--- config.mk ---
export PLATFORM = sky130hd
export DESIGN_NAME = icon_pixel_effect_top
export DESIGN_NICKNAME = d
export VERILOG_FILES = /design/src/sv/icpe_pkg.sv /design/src/sv/icon_pixel_effect_top.sv
export SDC_FILE = /design/constraint.sdc
export NUM_CORES = 2
export LEC_CHECK = 0
export ABC_AREA = 0
export BUFFER_PORTS_ARGS = -buffer_cell sky130_fd_sc_hd__buf_2
export CORE_MARGIN = 5
export CORE_UTILIZATION = 40
export CTS_CLUSTER_DIAMETER = 60
export CTS_CLUSTER_SIZE = 25
export DETAILED_ROUTE_END_ITERATION = 10
export MAX_ROUTING_LAYER = met4
export SYNTH_ARGS = -nofsm -noshare
export SYNTH_HDL_FRONTEND = slang
export SYNTH_SLANG_ARGS = --single-unit
--- constraint.sdc ---
create_clock -name i_clk -period 7.74 [get_ports i_clk]
set_clock_uncertainty 0.05 [all_clocks]
set_input_delay 0.387 -clock i_clk [delete_from_list [all_inputs] [get_ports i_clk]]
set_output_delay 0.387 -clock i_clk [all_outputs]
set_load 0.1 [all_outputs]
--- src/sv/icpe_pkg.sv ---
`default_nettype none

package icpe_pkg;

    localparam int unsigned CHANNELS   = 3;
    localparam int unsigned CFG_IDX_W  = 3;
    localparam int unsigned CFG_DATA_W = 8;

    localparam logic [CFG_IDX_W-1:0] CFG_EFFECT_MODE = 3'd0;
    localparam logic [CFG_IDX_W-1:0] CFG_AMOUNT      = 3'd1;
    localparam logic [CFG_IDX_W-1:0] CFG_TINT_RED    = 3'd2;
    localparam logic [CFG_IDX_W-1:0] CFG_TINT_GREEN  = 3'd3;
    localparam logic [CFG_IDX_W-1:0] CFG_TINT_BLUE   = 3'd4;
    localparam logic [CFG_IDX_W-1:0] CFG_HALF_ALPHA  = 3'd5;

    localparam logic [1:0] MODE_NONE = 2'd0;
    localparam logic [1:0] MODE_GRAY = 2'd1;
    localparam logic [1:0] MODE_TINT = 2'd2;

    localparam logic [1:0] RST_EFFECT_MODE = MODE_NONE;
    localparam logic [7:0] RST_AMOUNT      = 8'd255;
    localparam logic [7:0] RST_TINT_RED    = 8'd144;
    localparam logic [7:0] RST_TINT_GREEN  = 8'd128;
    localparam logic [7:0] RST_TINT_BLUE   = 8'd248;
    localparam logic       RST_HALF_ALPHA  = 1'b0;

    localparam logic [7:0] AMOUNT_FULL = 8'd255;
    localparam logic [7:0] GRAY_MID    = 8'd128;

    typedef struct packed {
        logic [7:0] in_red;
        logic [7:0] in_green;
        logic [7:0] in_blue;
        logic [7:0] in_alpha;
    } t_pixel_in;

    typedef struct packed {
        logic [7:0] out_red;
        logic [7:0] out_green;
        logic [7:0] out_blue;
        logic [7:0] out_alpha;
    } t_pixel_out;

    typedef logic [CHANNELS-1:0][7:0] t_chan8;
    typedef logic [CHANNELS-1:0][15:0] t_chan16;

endpackage

`default_nettype wire

--- src/sv/icon_pixel_effect_top.sv ---
// Per-pixel color effect on non-premultiplied ARGB8888: pass-through, blend toward
// luma, or colorize through a tint color, with optional alpha halving. One pixel
// may be started every clock (o_busy stays low). Its result is on o_result with
// o_valid high for one cycle, after the four register stages (luma, tint map,
// blend products, sum and select). The receiver cannot stall the block.
// Registers are written through i_cfg_we / i_cfg_idx / i_cfg_wdata and must only
// change while no pixel is in flight.
`default_nettype none

module icon_pixel_effect_top
    import icpe_pkg::*;
(
    input  wire logic                  i_clk,
    input  wire logic                  i_rst_n,
    input  wire logic                  i_start,
    output logic                       o_busy,
    input  wire t_pixel_in             i_pixel,
    output logic                       o_valid,
    output t_pixel_out                 o_result,
    input  wire logic                  i_cfg_we,
    input  wire logic [CFG_IDX_W-1:0]  i_cfg_idx,
    input  wire logic [CFG_DATA_W-1:0] i_cfg_wdata
);

    logic [1:0] r_mode;
    logic [7:0] r_amount;
    t_chan8     r_tint;
    logic       r_half_alpha;

    always_ff @(posedge i_clk) begin
        if (!i_rst_n) begin
            r_mode       <= RST_EFFECT_MODE;
            r_amount     <= RST_AMOUNT;
            r_tint[0]    <= RST_TINT_RED;
            r_tint[1]    <= RST_TINT_GREEN;
            r_tint[2]    <= RST_TINT_BLUE;
            r_half_alpha <= RST_HALF_ALPHA;
        end else if (i_cfg_we) begin
            unique case (i_cfg_idx)
                CFG_EFFECT_MODE: r_mode       <= i_cfg_wdata[1:0];
                CFG_AMOUNT:      r_amount     <= i_cfg_wdata[7:0];
                CFG_TINT_RED:    r_tint[0]    <= i_cfg_wdata[7:0];
                CFG_TINT_GREEN:  r_tint[1]    <= i_cfg_wdata[7:0];
                CFG_TINT_BLUE:   r_tint[2]    <= i_cfg_wdata[7:0];
                CFG_HALF_ALPHA:  r_half_alpha <= i_cfg_wdata[0];
                default: ;
            endcase
        end
    end

    assign o_busy = 1'b0;

    logic accept;
    assign accept = i_start && !o_busy;

    // valid chain
    logic r1_vld, r2_vld, r3_vld, r_out_vld;
    always_ff @(posedge i_clk) begin
        if (!i_rst_n) begin
            r1_vld    <= 1'b0;
            r2_vld    <= 1'b0;
            r3_vld    <= 1'b0;
            r_out_vld <= 1'b0;
        end else begin
            r1_vld    <= accept;
            r2_vld    <= r1_vld;
            r3_vld    <= r2_vld;
            r_out_vld <= r3_vld;
        end
    end

    // stage 1: luma
    logic [12:0] n1_sum;
    t_chan8      r1_pix;
    logic [7:0]  r1_alpha;
    logic [7:0]  r1_gray;

    assign n1_sum = 13'({i_pixel.in_red, 3'b000}) + 13'({i_pixel.in_red, 1'b0})
                  + 13'(i_pixel.in_red) + 13'({i_pixel.in_green, 4'b0000})
                  + 13'({i_pixel.in_blue, 2'b00}) + 13'(i_pixel.in_blue);

    always_ff @(posedge i_clk) begin
        r1_gray  <= n1_sum[12:5];
        r1_pix   <= {i_pixel.in_blue, i_pixel.in_green, i_pixel.in_red};
        r1_alpha <= i_pixel.in_alpha;
    end

    // stage 2: target value per channel
    t_chan8     n2_x;
    t_chan8     r2_x;
    t_chan8     r2_pix;
    logic [7:0] r2_gray;
    logic [7:0] r2_alpha;

    always_comb begin
        logic [15:0] lo_prod;
        logic [15:0] hi_prod;
        logic [16:0] hi_sum;
        for (int i = 0; i < CHANNELS; i++) begin
            lo_prod = 16'(r_tint[i] * r1_gray);
            hi_prod = 16'(r1_gray[6:0] * (9'd256 - {1'b0, r_tint[i]}));
            hi_sum  = {1'b0, hi_prod} + {2'b00, r_tint[i], 7'b0} - 17'd128;
            if (r_mode == MODE_GRAY) begin
                n2_x[i] = r1_gray;
            end else if (r1_gray < GRAY_MID) begin
                n2_x[i] = lo_prod[14:7];
            end else if (r1_gray > GRAY_MID) begin
                n2_x[i] = hi_sum[14:7];
            end else begin
                n2_x[i] = r_tint[i];
            end
        end
    end

    always_ff @(posedge i_clk) begin
        r2_x     <= n2_x;
        r2_pix   <= r1_pix;
        r2_gray  <= r1_gray;
        r2_alpha <= r1_alpha;
    end

    // stage 3: blend products
    t_chan16    r3_pa;
    t_chan16    r3_pc;
    t_chan8     r3_pix;
    logic [7:0] r3_gray;
    logic [7:0] r3_alpha;
    logic [7:0] amount_inv;

    assign amount_inv = AMOUNT_FULL - r_amount;

    always_ff @(posedge i_clk) begin
        for (int i = 0; i < CHANNELS; i++) begin
            r3_pa[i] <= 16'(r_amount * r2_x[i]);
            r3_pc[i] <= 16'(amount_inv * r2_pix[i]);
        end
        r3_pix   <= r2_pix;
        r3_gray  <= r2_gray;
        r3_alpha <= r2_alpha;
    end

    // stage 4: sum and select
    t_chan8     n4_chan;
    logic [7:0] n4_alpha;
    t_chan8     r_out_chan;
    logic [7:0] r_out_alpha;

    always_comb begin
        logic [16:0] mix_sum;
        for (int i = 0; i < CHANNELS; i++) begin
            mix_sum = {1'b0, r3_pa[i]} + {1'b0, r3_pc[i]};
            priority if (r_amount == 8'd0
                         || (r_mode != MODE_GRAY && r_mode != MODE_TINT)) begin
                n4_chan[i] = r3_pix[i];
            end else if (r_mode == MODE_GRAY && r_amount == AMOUNT_FULL) begin
                n4_chan[i] = r3_gray;
            end else begin
                n4_chan[i] = mix_sum[15:8];
            end
        end
        n4_alpha = r_half_alpha ? {1'b0, r3_alpha[7:1]} : r3_alpha;
    end

    always_ff @(posedge i_clk) begin
        r_out_chan  <= n4_chan;
        r_out_alpha <= n4_alpha;
    end

    assign o_valid            = r_out_vld;
    assign o_result.out_red   = r_out_chan[0];
    assign o_result.out_green = r_out_chan[1];
    assign o_result.out_blue  = r_out_chan[2];
    assign o_result.out_alpha = r_out_alpha;

endmodule

`default_nettype wire

# ---- Yosys cells after proc, flatten, opt, wreduce, memory -nomap -nowiden
# Cells that the tools add are included.
dict set report op_classes {
  n_addsub 18
  multipliers 12
  magnitude_cmp 2
  n_eq_ne 9
  mux 16
  reduce_logical 11
}
# op count
set op_table {}
lappend op_table {{two-way mux 8 bit} 15}
lappend op_table {{multiplier 8 x 8 -> 16 bit} 6}
lappend op_table {{adder 16 bit} 3}
lappend op_table {{adder 15 bit} 3}
lappend op_table {{multiplier 8 x 10 -> 15 bit} 3}
lappend op_table {{multiplier 8 x 8 -> 15 bit} 3}
lappend op_table {{subtractor 15 x 8 -> 15 bit (second input constant)} 3}
lappend op_table {{subtractor 9 x 8 -> 10 bit (first input constant)} 3}
lappend op_table {{adder 12 x 8 -> 13 bit} 1}
lappend op_table {{adder 13 x 10 -> 13 bit} 1}
lappend op_table {{adder 13 x 12 -> 13 bit} 1}
lappend op_table {{adder 13 x 8 -> 13 bit} 1}
lappend op_table {{adder 11 x 9 -> 12 bit} 1}
lappend op_table {{AND reduction 2 bit} 6}
lappend op_table {{equality test 8 bit (second input constant)} 1}
lappend op_table {{greater-than comparator 8 bit (second input constant)} 1}
lappend op_table {{logical NOT 8 bit} 1}
lappend op_table {{< comparator 8 bit (second input constant)} 1}
lappend op_table {{subtractor 8 bit (first input constant)} 1}
lappend op_table {{two-way mux 7 bit} 1}
lappend op_table {{equality test 3 x 2 -> 1 bit (second input constant)} 2}
lappend op_table {{equality test 3 bit (second input constant)} 2}
lappend op_table {{equality test 3 x 1 -> 1 bit (second input constant)} 1}
lappend op_table {{logical NOT 3 bit} 1}
lappend op_table {{5 further kinds} 6}
dict set report word_totals {
  reg_bits 311
  input_bits 47
  out_inout_bits 34
  wordCells 107
}

# ---- Longest topological paths before layout
dict set report depth {
  word_depth 7
  ltp_mapped 24
  depth_no_buf 23
}

# ---- Worst setup path before layout
# OpenSTA, ideal clock, no wires.
dict set report synth_timing {
  path_kind {reg-to-reg}
  startpoint {register r_tint[8] in the netlist's numbering}
  endpoint {register r2_x[15] in the netlist's numbering}
  setup_time_ns 0.092
  arrival_ns 5.525
  required_ns 7.598
  path_slack_ns 2.073
  stages_incl_launch_ff 22
  path_buffers 1
  synth_period_minus_slack_ns 5.667
  cell_sequence {dfxtp_1 > clkbuf_1 > inv_1 > ha_1 > nand2_1 > xnor2_1 > nand2_1 > fa_1 > fa_1 > inv_1 > fa_1 > fa_1 > fa_1 > ha_1 > or2_1 > a21oi_1 > o31ai_1 > o21a_1 > o21a_1 > nor3_1 > and3b_1 > o32ai_1}
}
# element line
set synth_lines {}
lappend synth_lines {{from (decl)} icon_pixel_effect_top.sv:27} ;# t_chan8 r_tint;
lappend synth_lines {{to (signal assigned)} icon_pixel_effect_top.sv:116} ;# r2_x <= n2_x;
lappend synth_lines {{to (decl)} icon_pixel_effect_top.sv:90} ;# t_chan8 r2_x;

==> out/results.ini <==
[die]
die_w_um = 306
y_dimension_of_the_die_um = 306
core_area_um2 = 86900
fp.dieArea_um2 = 93600
top_ports = 81
placement_rows = 108
floorplan.initialDensity = 0.403

[final_layout]
instances_no_fill = 5071
drive_above_1_share = 0.0536
syn_to_final_growth_pct = 9.20
final_net_count = 4878
nFillCells = 8485

[grt]
antenna_found_initial = 3
grt_first_pass_wirelength_um = 139000
grt_overflow_total = 0
track_usage = 0.187
vias_in_the_first_global_route = 26200
grt_start_max_net_pins = 55

[timing]
setup_tns_ns = 0
rsz_0062_raised_after_global_routing = no
achievable-frequency_mhz = 156
post-route-min-period_ns = 6.42
worst_pin_slew_ns = 1.05
final-hold-violation-count = 0
layout_worst_path_cycle_share = 0.829
setup-violations-final = 0
relSlewSlack = 0.298
finalMaxSlewViolations = 0

[synth]
synth.top_cells.by_area = sky130_fd_sc_hd__fa_1 28%, sky130_fd_sc_hd__dfxtp_1 18%, sky130_fd_sc_hd__ha_1 16%, sky130_fd_sc_hd__inv_1 7.5%, sky130_fd_sc_hd__and2_1 5.1%
post_synth.cell_area_avg_um2 = 9.11
netlist.area_leader.share = 0.277
synth_area_leader_cell = sky130_fd_sc_hd__fa_1
yosys-top-cells-count = 699 x sky130_fd_sc_hd__inv_1, 485 x sky130_fd_sc_hd__fa_1, 457 x sky130_fd_sc_hd__ha_1
ys.warnings.count = 0
synth_edf_count = 0
syn_inst = 3844
synth-async-reset-ratio = 0
synth.ff_latch_count = 311
synth_area_um2 = 35000
synthDistinctLibCells = 78
synth_flop_cell = sky130_fd_sc_hd__dfxtp_1
postSynthNetCount = 4833
seq_area_frac_synth = 0.178
synth_most_common_cell = sky130_fd_sc_hd__inv_1

[cts]
cts_root_buffer = sky130_fd_sc_hd__clkbuf_16
cts_inserted_buffers = 34
clk_pin_slew_ns = 0.08
cts_sinks = 311
largest_buffer_count_on_any_clock_path = 3
postCtsResizedCells = 0
clock_tree_from_tritoncts = done
source_to_sink_clock_delay_at_the_later_pin_of_the_worst_skew_pair_ns = 0.58
htree_levels = 2

[worst_setup_path]
critPathCaptureType = flop
criticalPathCategory = flop to flop
crit_start = r_tint[9]
critPathLaunchType = flop
critical_path.max_fanout = 13
r2r-start = r_tint[9]
worst-endpoint-arrival_ns = 6.83
required_time_of_the_worst_setup_path_ns = 8.15

[hold_path]
worstHoldPathType = input pin to flop
min_from = i_cfg_wdata[7]

[detailed_routing]
drt_iter0_drc = 1203
antenna_left = 0
dr_total_vias = 25100
routed_via_density = 4.95
routed_wl_um = 83900
detail_route.first_pass.iterations = 7
route.detailed.drc = 0
avgRoutedWirePerCell_um = 16.6

[placed_design]
place.gp.congestion = 0.840
io_buffers = 79
place_hpwl_um = 65300
dpl.cell_count = 4975

[run_status]
result_of_the_run = finished, final reports clean

[run]
cap_violations = 0

## worst max-delay path, stage by stage (launching register included)
cell and delay (ns):
sky130_fd_sc_hd__dfxtp_1 0.59, sky130_fd_sc_hd__inv_1 0.16, sky130_fd_sc_hd__ha_1 0.29, sky130_fd_sc_hd__xnor2_1 0.59, sky130_fd_sc_hd__nand2_1 0.16, sky130_fd_sc_hd__fa_1 0.49
sky130_fd_sc_hd__fa_1 0.55, sky130_fd_sc_hd__inv_1 0.05, sky130_fd_sc_hd__fa_1 0.47, sky130_fd_sc_hd__fa_1 0.52, sky130_fd_sc_hd__fa_1 0.42, sky130_fd_sc_hd__ha_1 0.31
sky130_fd_sc_hd__or2_1 0.21, sky130_fd_sc_hd__a21oi_1 0.24, sky130_fd_sc_hd__o31ai_1 0.17, sky130_fd_sc_hd__o21a_1 0.22, sky130_fd_sc_hd__o21a_1 0.18, sky130_fd_sc_hd__nor3_1 0.17
sky130_fd_sc_hd__and3b_1 0.20, sky130_fd_sc_hd__o32ai_1 0.26
## cells by family after synthesis
logic type      synth area share
other cells             0.000107
flops                      0.178
mux                      0.00375
compound gates            0.0685
simple gates               0.178
xor+xnor                  0.0420
fa+ha+maj                  0.441
buf+inv                   0.0894
## metal layers
layer,part of all wire,track usage,vias to the layer above
li1,-,-,12100
met1,0.45,0.245,12500
met2,0.48,0.316,423
met3,0.041,0.0217,103
met4,0.021,0.0401,0
met5,0,-,-
## area by class of cell
| type | instances | area, um^2 | share of cell area |
|---|---|---|---|
| inverter | 700 | 2630 | 0.0687 |
| clock buffer | 35 | 855 | 0.0223 |
| multi-input combinational | 2700 | 25700 | 0.671 |
| tap | 1155 | 1450 | 0.0378 |
| antenna | 1 | 2.50 | 0.0000654 |
| clock inverter | 27 | 437 | 0.0114 |
| sequential | 311 | 6240 | 0.163 |
| timing repair buffer | 142 | 963 | 0.0252 |
## timing repair
| item | 4_1_cts | 5_1_grt |
|---|---|---|
| hold buffers | 33 | 0 |
| hold endpoints to repair | 33 | 0 |
| buffers inserted | 0 | 0 |
## state kept, by name, indices dropped and copies added (netlist names), 24 cells and up
register and cells:
r3_pc 48, r_tint 24, r2_x 24, r1_pix 24, r2_pix 24, o_result 24
r3_pix 24, r3_pa 48
## per-stage QoR
stage | instance area, um^2 | hold WS, ns | setup slack, ns | util
5_1_grt | 38200 | 0.111 | 1.00 | 0.440
3_5_place_dp | 36600 | 0.262 | 1.37 | 0.421
6_report | 38200 | 0.117 | 1.32 | 0.440
2_1_floorplan | 35000 | 0.260 | 2.07 | -
4_1_cts | 38200 | 0.0817 | 1.33 | 0.440
3_3_place_gp | 36600 | 0.260 | 1.44 | 0.421
## placed cells by master, fill, tap and decap left out, types with 19 or more instances in the layout
master,netlist,layout
sky130_fd_sc_hd__inv_1,699,699
sky130_fd_sc_hd__fa_1,485,485
sky130_fd_sc_hd__ha_1,457,457
sky130_fd_sc_hd__nand2_1,408,408
sky130_fd_sc_hd__dfxtp_1,311,296
sky130_fd_sc_hd__and2_1,286,286
sky130_fd_sc_hd__xnor2_1,134,134
sky130_fd_sc_hd__nor2b_1,133,133
sky130_fd_sc_hd__a21oi_1,110,110
sky130_fd_sc_hd__nand2b_1,101,101
sky130_fd_sc_hd__nor2_1,94,94
sky130_fd_sc_hd__buf_2,1,79
sky130_fd_sc_hd__nor3_1,60,60
sky130_fd_sc_hd__nand3_1,51,51
sky130_fd_sc_hd__o21ai_1,38,38
sky130_fd_sc_hd__xor2_1,34,34
sky130_fd_sc_hd__clkbuf_16,0,34
sky130_fd_sc_hd__dlygate4sd3_1,0,33
sky130_fd_sc_hd__buf_4,1,29
sky130_fd_sc_hd__o21a_1,28,28
sky130_fd_sc_hd__o21ai_0,26,26
sky130_fd_sc_hd__a21o_1,23,23
sky130_fd_sc_hd__o211ai_1,22,22
sky130_fd_sc_hd__a21boi_0,19,19
## worst paths after layout
check                    end  slack (ns)  cells past startpoint
hold / removal     r_tint[7]        0.12                      3
setup reg to reg    r2_x[15]        1.32                     19
hold reg to reg   r2_pix[23]        0.26                      0
setup / recovery    r2_x[15]        1.32                     19
Power is not shown: default switching activity piles up to over one toggle a cycle in this logic, so the estimate is an artifact.
